$ cat config.mk
export PLATFORM = sky130hd
export DESIGN_NAME = sns_ctrl
export DESIGN_NICKNAME = d
export VERILOG_FILES = /design/src/sv/sns_pkg.sv /design/src/sv/sns_ctrl.sv
export SDC_FILE = /design/constraint.sdc
export NUM_CORES = 1
export LEC_CHECK = 0
export BUFFER_PORTS_ARGS = -buffer_cell sky130_fd_sc_hd__buf_2
export CORE_MARGIN = 4
export CORE_UTILIZATION = 40
export DETAILED_ROUTE_END_ITERATION = 16
export PLACE_DENSITY_LB_ADDON = 0.25
export SETUP_SLACK_MARGIN = 0.2
export SYNTH_ARGS = -nofsm -noshare
export SYNTH_HDL_FRONTEND = slang
export SYNTH_SLANG_ARGS = --single-unit
$ cat constraint.sdc
create_clock -name i_clk -period 2.3 [get_ports i_clk]
set_input_delay 0.115 -clock i_clk [delete_from_list [all_inputs] [get_ports i_clk]]
set_output_delay 0.115 -clock i_clk [all_outputs]
set_load 0.05 [all_outputs]
$ cat src/sv/sns_pkg.sv
// ============================================================================
// sns_pkg
// Shared types and constants for the signed nearest segment distance block.
// ============================================================================
`default_nettype none

package sns_pkg;

    localparam int MAX_SEG_DEF   = 64;
    localparam int COORD_DEF     = 32;
    localparam int CNT_W         = 7;
    localparam int IDX_W         = 6;
    localparam int DIST_W        = 48;
    localparam int FRAC_W        = 16;
    localparam logic [DIST_W-1:0] DIST_MAX = 48'h7FFF_FFFF_FFFF;
    localparam logic OP_LOAD_CODE  = 1'b0;
    localparam logic OP_QUERY_CODE = 1'b1;

    typedef enum logic [4:0] {
        ST_IDLE, ST_READ, ST_DIFF, ST_L2A, ST_L2B, ST_DPA, ST_DPB, ST_DPC,
        ST_CHK, ST_DIV, ST_TXA, ST_TXB, ST_TXC, ST_SQA, ST_SQB, ST_SQC,
        ST_CPA, ST_CPB, ST_CPC, ST_CLA, ST_CLB, ST_CMP, ST_RINIT, ST_ROOT,
        ST_FIN, ST_EMPTY
    } t_state;

    typedef enum logic [4:0] {
        OP_NONE, OP_LOAD, OP_QUERY, OP_DIFF, OP_L2A, OP_L2B, OP_DPA, OP_DPB,
        OP_DPC, OP_PICK_V, OP_PICK_W, OP_DIV_INIT, OP_DIV, OP_TXA, OP_TXB,
        OP_TXC, OP_SQA, OP_SQB, OP_SQC, OP_CPA, OP_CPB, OP_CPC, OP_CLA,
        OP_CLB, OP_CMP, OP_RINIT, OP_ROOT, OP_FIN, OP_EMPTY
    } t_op;

    typedef struct packed {
        t_op op;
    } t_cmd;

    typedef struct packed {
        logic empty;
        logic l2_zero;
        logic dp_nonpos;
        logic dp_ge;
        logic div_last;
        logic seg_last;
        logic root_last;
    } t_sts;

endpackage

`default_nettype wire

$ cat src/sv/sns_ctrl.sv
// ============================================================================
// sns_ctrl
// Sequencer: steps the datapath through each segment, the divide and the root.
// ============================================================================
`default_nettype none

module sns_ctrl
    import sns_pkg::*;
(
    input  wire logic i_clk,
    input  wire logic i_rst_n,
    input  wire logic start,
    input  wire logic i_op,
    input  wire t_sts i_sts,
    output t_cmd      o_cmd,
    output logic      busy
);

    t_state r_state, n_state;

    always_ff @(posedge i_clk) begin
        if (!i_rst_n) begin
            r_state <= ST_IDLE;
        end else begin
            r_state <= n_state;
        end
    end

    always_comb begin
        n_state = r_state;
        unique case (r_state)
            ST_IDLE: begin
                if (start && (i_op == OP_QUERY_CODE)) begin
                    n_state = i_sts.empty ? ST_EMPTY : ST_READ;
                end
            end
            ST_READ:  n_state = ST_DIFF;
            ST_DIFF:  n_state = ST_L2A;
            ST_L2A:   n_state = ST_L2B;
            ST_L2B:   n_state = ST_DPA;
            ST_DPA:   n_state = ST_DPB;
            ST_DPB:   n_state = ST_DPC;
            ST_DPC:   n_state = ST_CHK;
            ST_CHK: begin
                if (i_sts.l2_zero || i_sts.dp_nonpos || i_sts.dp_ge) begin
                    n_state = ST_SQA;
                end else begin
                    n_state = ST_DIV;
                end
            end
            ST_DIV:   n_state = i_sts.div_last ? ST_TXA : ST_DIV;
            ST_TXA:   n_state = ST_TXB;
            ST_TXB:   n_state = ST_TXC;
            ST_TXC:   n_state = ST_SQA;
            ST_SQA:   n_state = ST_SQB;
            ST_SQB:   n_state = ST_SQC;
            ST_SQC:   n_state = ST_CPA;
            ST_CPA:   n_state = ST_CPB;
            ST_CPB:   n_state = ST_CPC;
            ST_CPC:   n_state = ST_CLA;
            ST_CLA:   n_state = ST_CLB;
            ST_CLB:   n_state = ST_CMP;
            ST_CMP:   n_state = i_sts.seg_last ? ST_RINIT : ST_READ;
            ST_RINIT: n_state = ST_ROOT;
            ST_ROOT:  n_state = i_sts.root_last ? ST_FIN : ST_ROOT;
            ST_FIN:   n_state = ST_IDLE;
            ST_EMPTY: n_state = ST_IDLE;
            default:  n_state = ST_IDLE;
        endcase
    end

    always_comb begin
        o_cmd.op = OP_NONE;
        unique case (r_state)
            ST_IDLE: begin
                if (start) begin
                    o_cmd.op = (i_op == OP_QUERY_CODE) ? OP_QUERY : OP_LOAD;
                end
            end
            ST_READ:  o_cmd.op = OP_NONE;
            ST_DIFF:  o_cmd.op = OP_DIFF;
            ST_L2A:   o_cmd.op = OP_L2A;
            ST_L2B:   o_cmd.op = OP_L2B;
            ST_DPA:   o_cmd.op = OP_DPA;
            ST_DPB:   o_cmd.op = OP_DPB;
            ST_DPC:   o_cmd.op = OP_DPC;
            ST_CHK: begin
                if (i_sts.l2_zero || i_sts.dp_nonpos) begin
                    o_cmd.op = OP_PICK_V;
                end else if (i_sts.dp_ge) begin
                    o_cmd.op = OP_PICK_W;
                end else begin
                    o_cmd.op = OP_DIV_INIT;
                end
            end
            ST_DIV:   o_cmd.op = OP_DIV;
            ST_TXA:   o_cmd.op = OP_TXA;
            ST_TXB:   o_cmd.op = OP_TXB;
            ST_TXC:   o_cmd.op = OP_TXC;
            ST_SQA:   o_cmd.op = OP_SQA;
            ST_SQB:   o_cmd.op = OP_SQB;
            ST_SQC:   o_cmd.op = OP_SQC;
            ST_CPA:   o_cmd.op = OP_CPA;
            ST_CPB:   o_cmd.op = OP_CPB;
            ST_CPC:   o_cmd.op = OP_CPC;
            ST_CLA:   o_cmd.op = OP_CLA;
            ST_CLB:   o_cmd.op = OP_CLB;
            ST_CMP:   o_cmd.op = OP_CMP;
            ST_RINIT: o_cmd.op = OP_RINIT;
            ST_ROOT:  o_cmd.op = OP_ROOT;
            ST_FIN:   o_cmd.op = OP_FIN;
            ST_EMPTY: o_cmd.op = OP_EMPTY;
            default:  o_cmd.op = OP_NONE;
        endcase
    end

    assign busy = (r_state != ST_IDLE);

endmodule

`default_nettype wire

# Yosys cells after proc, flatten, opt, wreduce, memory -nomap -nowiden
# Cells that the tools add are included.
[word_totals] output_inout_bits=6 ff_bits=5 input_bits=11 wordCells=44
[op_classes] n_eq_ne=26 reduce_logical=5 n_mux=12
[ops] op="$pmux 5 s25" count=1
[ops] op="$pmux 5 s24" count=1
[ops] op="$eq 5x5->1 const B" count=10
[ops] op="$eq 5x4->1 const B" count=8
[ops] op="$eq 5x3->1 const B" count=4
[ops] op="$mux 5" count=3
[ops] op="$eq 5x2->1 const B" count=2
[ops] op="$mux 2" count=4
[ops] op="$eq 5x1->1 const B" count=1
[ops] op="$logic_not 5->1" count=1
[ops] op="$reduce_bool 5->1" count=1
[ops] op="$mux 4" count=1
[ops] op="$mux 3" count=1
[ops] op="$logic_or 1x1->1" count=2
[ops] op="$ne 2x2->1 const B" count=1
[ops] op="$logic_and 1x1->1" count=1
[ops] op="$mux 1" count=1

# Logic depth before layout (Yosys ltp)
[logic_depth] ltp_word=4 depth_mapped=6 mapped_depth_nobuf=5

# Worst setup path before layout
# OpenSTA, ideal clock, no wires.
[synth_path] path_kind="register to output" startpoint="register r_state[3]" endpoint="output port o_cmd[0] in the netlist's numbering" setup_slack_ps=109 t_required_ps=2185 arrival_time_ps=2076 stages_incl_launch_ff=6 path_buffers=2 cell_sequence="dfxtp_1 buf_2 buf_6 nor3b_1 a2111oi_0 a311oi_1"
[synth_lines] item="from (decl)" line="sns_ctrl.sv:19" rtl="t_state r_state, n_state;"
[synth_lines] item="from (signal assigned)" line="sns_ctrl.sv:25" rtl="r_state <= n_state;"
[synth_lines] item="to (decl)" line="sns_ctrl.sv:15" rtl="output t_cmd o_cmd,"

==> summary.md <==
| Metric | Value |
|---|---|
| CTS buffer count | 3 |
| Type of element launching the critical path | register |
| Largest register FFs | 5 |
| R2r setup slk | 0.80 ns |
| Post-synthesis register bit count | 5 |
| Pin count of the biggest net entering global routing | 20 |
| Detailed-route via count | 703 |
| Placed insts | 117 |
| Max H-tree Level | 1 |
| TritonCTS clock tree | done |
| Final worst path period share | 0.842 |
| Least-Margin Pin Slew | 0.575 ns |
| Area fraction in compound gates after synthesis | 0.350 |
| Core occupancy in the finished layout | 0.501 |
| Residual antenna-violating net count after detailed routing | 0 |
| Leading cell type in the layout, fill and taps excluded | buf_2 |
| Sink count of the clock tree | 5 |
| Worst setup slack after layout | 0.364 ns |
| Register name with the most flops | r_state |
| Hold Path Class | primary input to register |
| Critical Path Source | r_state[2] |
| Max-slew headroom at the worst pin | 0.616 |
| Largest family of logic cells by synthesized area | compound AO/OA/AOI/OAI gates |
| Cell-by-cell listing of the critical path | or2_1 > a2111oi_1 > a311oi_2 > buf_2 |
| CORE AREA | 1510 µm² |
| End point of the critical path | o_cmd[0] |
| Pre-antenna DRT Iters | 4 |
| Library cells used by synthesis | 42 |
| XOR/XNOR Fraction of Synth Area | 0.0272 |
| Instance count of the mapped netlist | 90 |
| Buffers on Ports | 16 |
| Fin cells | 121 |
| Final setup skew | 0.00221 ns |
| Family with the most delay on the worst path | flip-flops |
| Post-Route WL | 1580 µm |
| Cell at the root of the clock tree | clkbuf_4 |
| Setup repair after global routing missed its margin | false |
| First-pass GRT wire length | 2390 µm |
| Diodes inserted | 0 |
| R2R Path End | r_state[2] |
| Total number of nets in the final design | 117 |
| DRT iter0 DRCs | 10 |
| Placer Congestion | 0.803 |
| Starting utilization of the core area | 0.428 |
| Finish-stage setup viols | 0 |
| Area of the mapped netlist | 644 µm² |
| Final count of pins violating max slew | 0 |
| Die height | 48.1 µm |
| Arr. time, crit path | 1.82 ns |
| Async SR Flop Fraction | 0 |
| Leading cell types in the layout, fill and taps excluded | buf_2 (16), nand2_1 (9), a21oi_1 (8) |
| Area growth from synthesis to layout | 17.1% |
| Die Wd | 48.1 µm |
| Clock Pin Slew Worst Setup and Hold Paths | 0.04 ns |
| HPWL after DPL | 1190 µm |
| Mapped Avg Cell Area | 7.16 µm² |
| Worst-skew pair later-pin latency | 0.24 ns |
| Total number of cells along the worst setup path | 4 |
| Antenna violations before repair | 0 |
| Hold depth | 3 |
| Reg2Reg Depth | 5 |
| Hold-fix buffers, CTS | 0 |
| Master of the slowest instance on the critical path | dfxtp_1 |
| Std cell rows | 14 |
| Total number of yosys warnings | 0 |
| Max-capacitance violation count | 0 |
| Data required, critical path | 2.18 ns |
| Syn nets | 101 |
| Slowest stage delay, CP | 0.68 ns |
| Share of post-route cells with drive strength above 1 | 0.324 |
| Status | finished, final reports clean |
| Critical path peak fanout | 17 |
| Maximum frequency from static timing analysis | 516 MHz |
| Final global-route overflow total | 0 |
| CP Capture Type | primary output |
| Reg2reg start | r_state[3] |
| Top Registers | r_state x5 |
| Vias per inst | 5.81 |
| Post-Synth Simple-Gate Area | 0.328 |
| Top-level port count | 17 |
| Setup Slack @ Placement | 0.561 ns |
| Critical path buffers and inverters | 1 |
| DIE AREA | 2320 µm² |
| Sequential fraction of the synthesis area | 0.155 |
| Post-DR wirelength/cell | 13.1 µm |
| Mux contribution to synthesized area | 0.0155 |
| Hold violation count in the final report | 0 |
| Fill cells | 164 |
| Post-Route Setup TNS | 0 ns |
| Predominant post-synthesis flop cell | dfxtp_1 |
| Clock tree buffer depth | 2 |
| Critical path class | register to primary output |
| Post-synth EDFFs | 0 |
| Drt drc | 0 |
| Arithmetic-cell share of the synthesized area counting full adders, half adders and majority gates | 0.0175 |
| Overall routing resource usage | 0.144 |
| Vias in the first global route | 559 |
| Shortest clock period the worst path allows after layout | 1.94 ns |
-- worst reg2reg max path, cell delays in order (launching register included) --
cell,delay [ns]
dfxtp_1,0.52
buf_4,0.29
nand2_1,0.14
nor3b_1,0.16
a31oi_1,0.17
a31oi_1,0.10
-- metrics by stage --
stage / hold slack, ns / cell area, µm²
5_1_grt: 0.142 / 754
3_3_place_gp: 0.378 / 727
2_1_floorplan: 0.251 / 651
4_1_cts: 0.140 / 753
6_report: 0.139 / 754
3_5_place_dp: 0.393 / 727
-- final cells by class --
class	count	area, µm²	area share
timing repair buffer	20	110	0.146
tap	16	20.0	0.0265
sequential	5	100	0.133
inverter	4	15.0	0.0199
multi-input combinational	72	483	0.640
clock buffer	4	26.3	0.0348
-- synth_stat cells (2+ instances only) --
cell      count  share of area
dfxtp_1       5           0.16
nand3_1       3          0.023
a31oi_1       3          0.029
nor3_1        2          0.016
nand2b_1      2          0.019
buf_2         7          0.054
o21bai_1      2          0.023
or2_1         2          0.019
a21oi_1       8          0.062
xor2_1        2          0.027
o21ai_0       5          0.039
nand2_1       9          0.052
inv_2         3          0.017
nor3b_1       4          0.047
o21ai_1       3          0.023
nor2_1        4          0.023
-- per-layer routing --
layer	share of wire	vias to the layer above	global-route usage
met2	0.48	23	0.230
met3	0.073	0	0.0443
li1	-	365	-
met4	0	0	0.0161
met1	0.45	315	0.198
met5	0	-	0
-- timing repair --
item,CTS,global route
resized for setup,0,1
buffers inserted,0,0
endpoints found under the hold margin,0,0
setup endpoints to repair,0,1
-- how the worst min path moves through the flow --
stage / startpoint / to
after detailed placement: i_sts[6] / r_state[3]
after CTS: i_sts[6] / r_state[3]
after floorplan: i_sts[6] / r_state[3]
after global placement: i_sts[6] / r_state[3]
final: i_sts[6] / r_state[3]
after global routing: i_sts[6] / r_state[3]
-- cell families after synthesis --
| kind of cell | Yosys count |
|---|---|
| AO/OA/AOI/OAI | 33 |
| XOR/XNOR | 2 |
| adder cells (fa/ha/maj) | 1 |
| buffers and inverters | 13 |
| flip-flops | 5 |
| multiplexers | 1 |
| AND/OR/NAND/NOR | 35 |
Power is left out: the tool's default activity adds up to more than one toggle a clock period on the data nets, which glitch-free logic cannot reach.
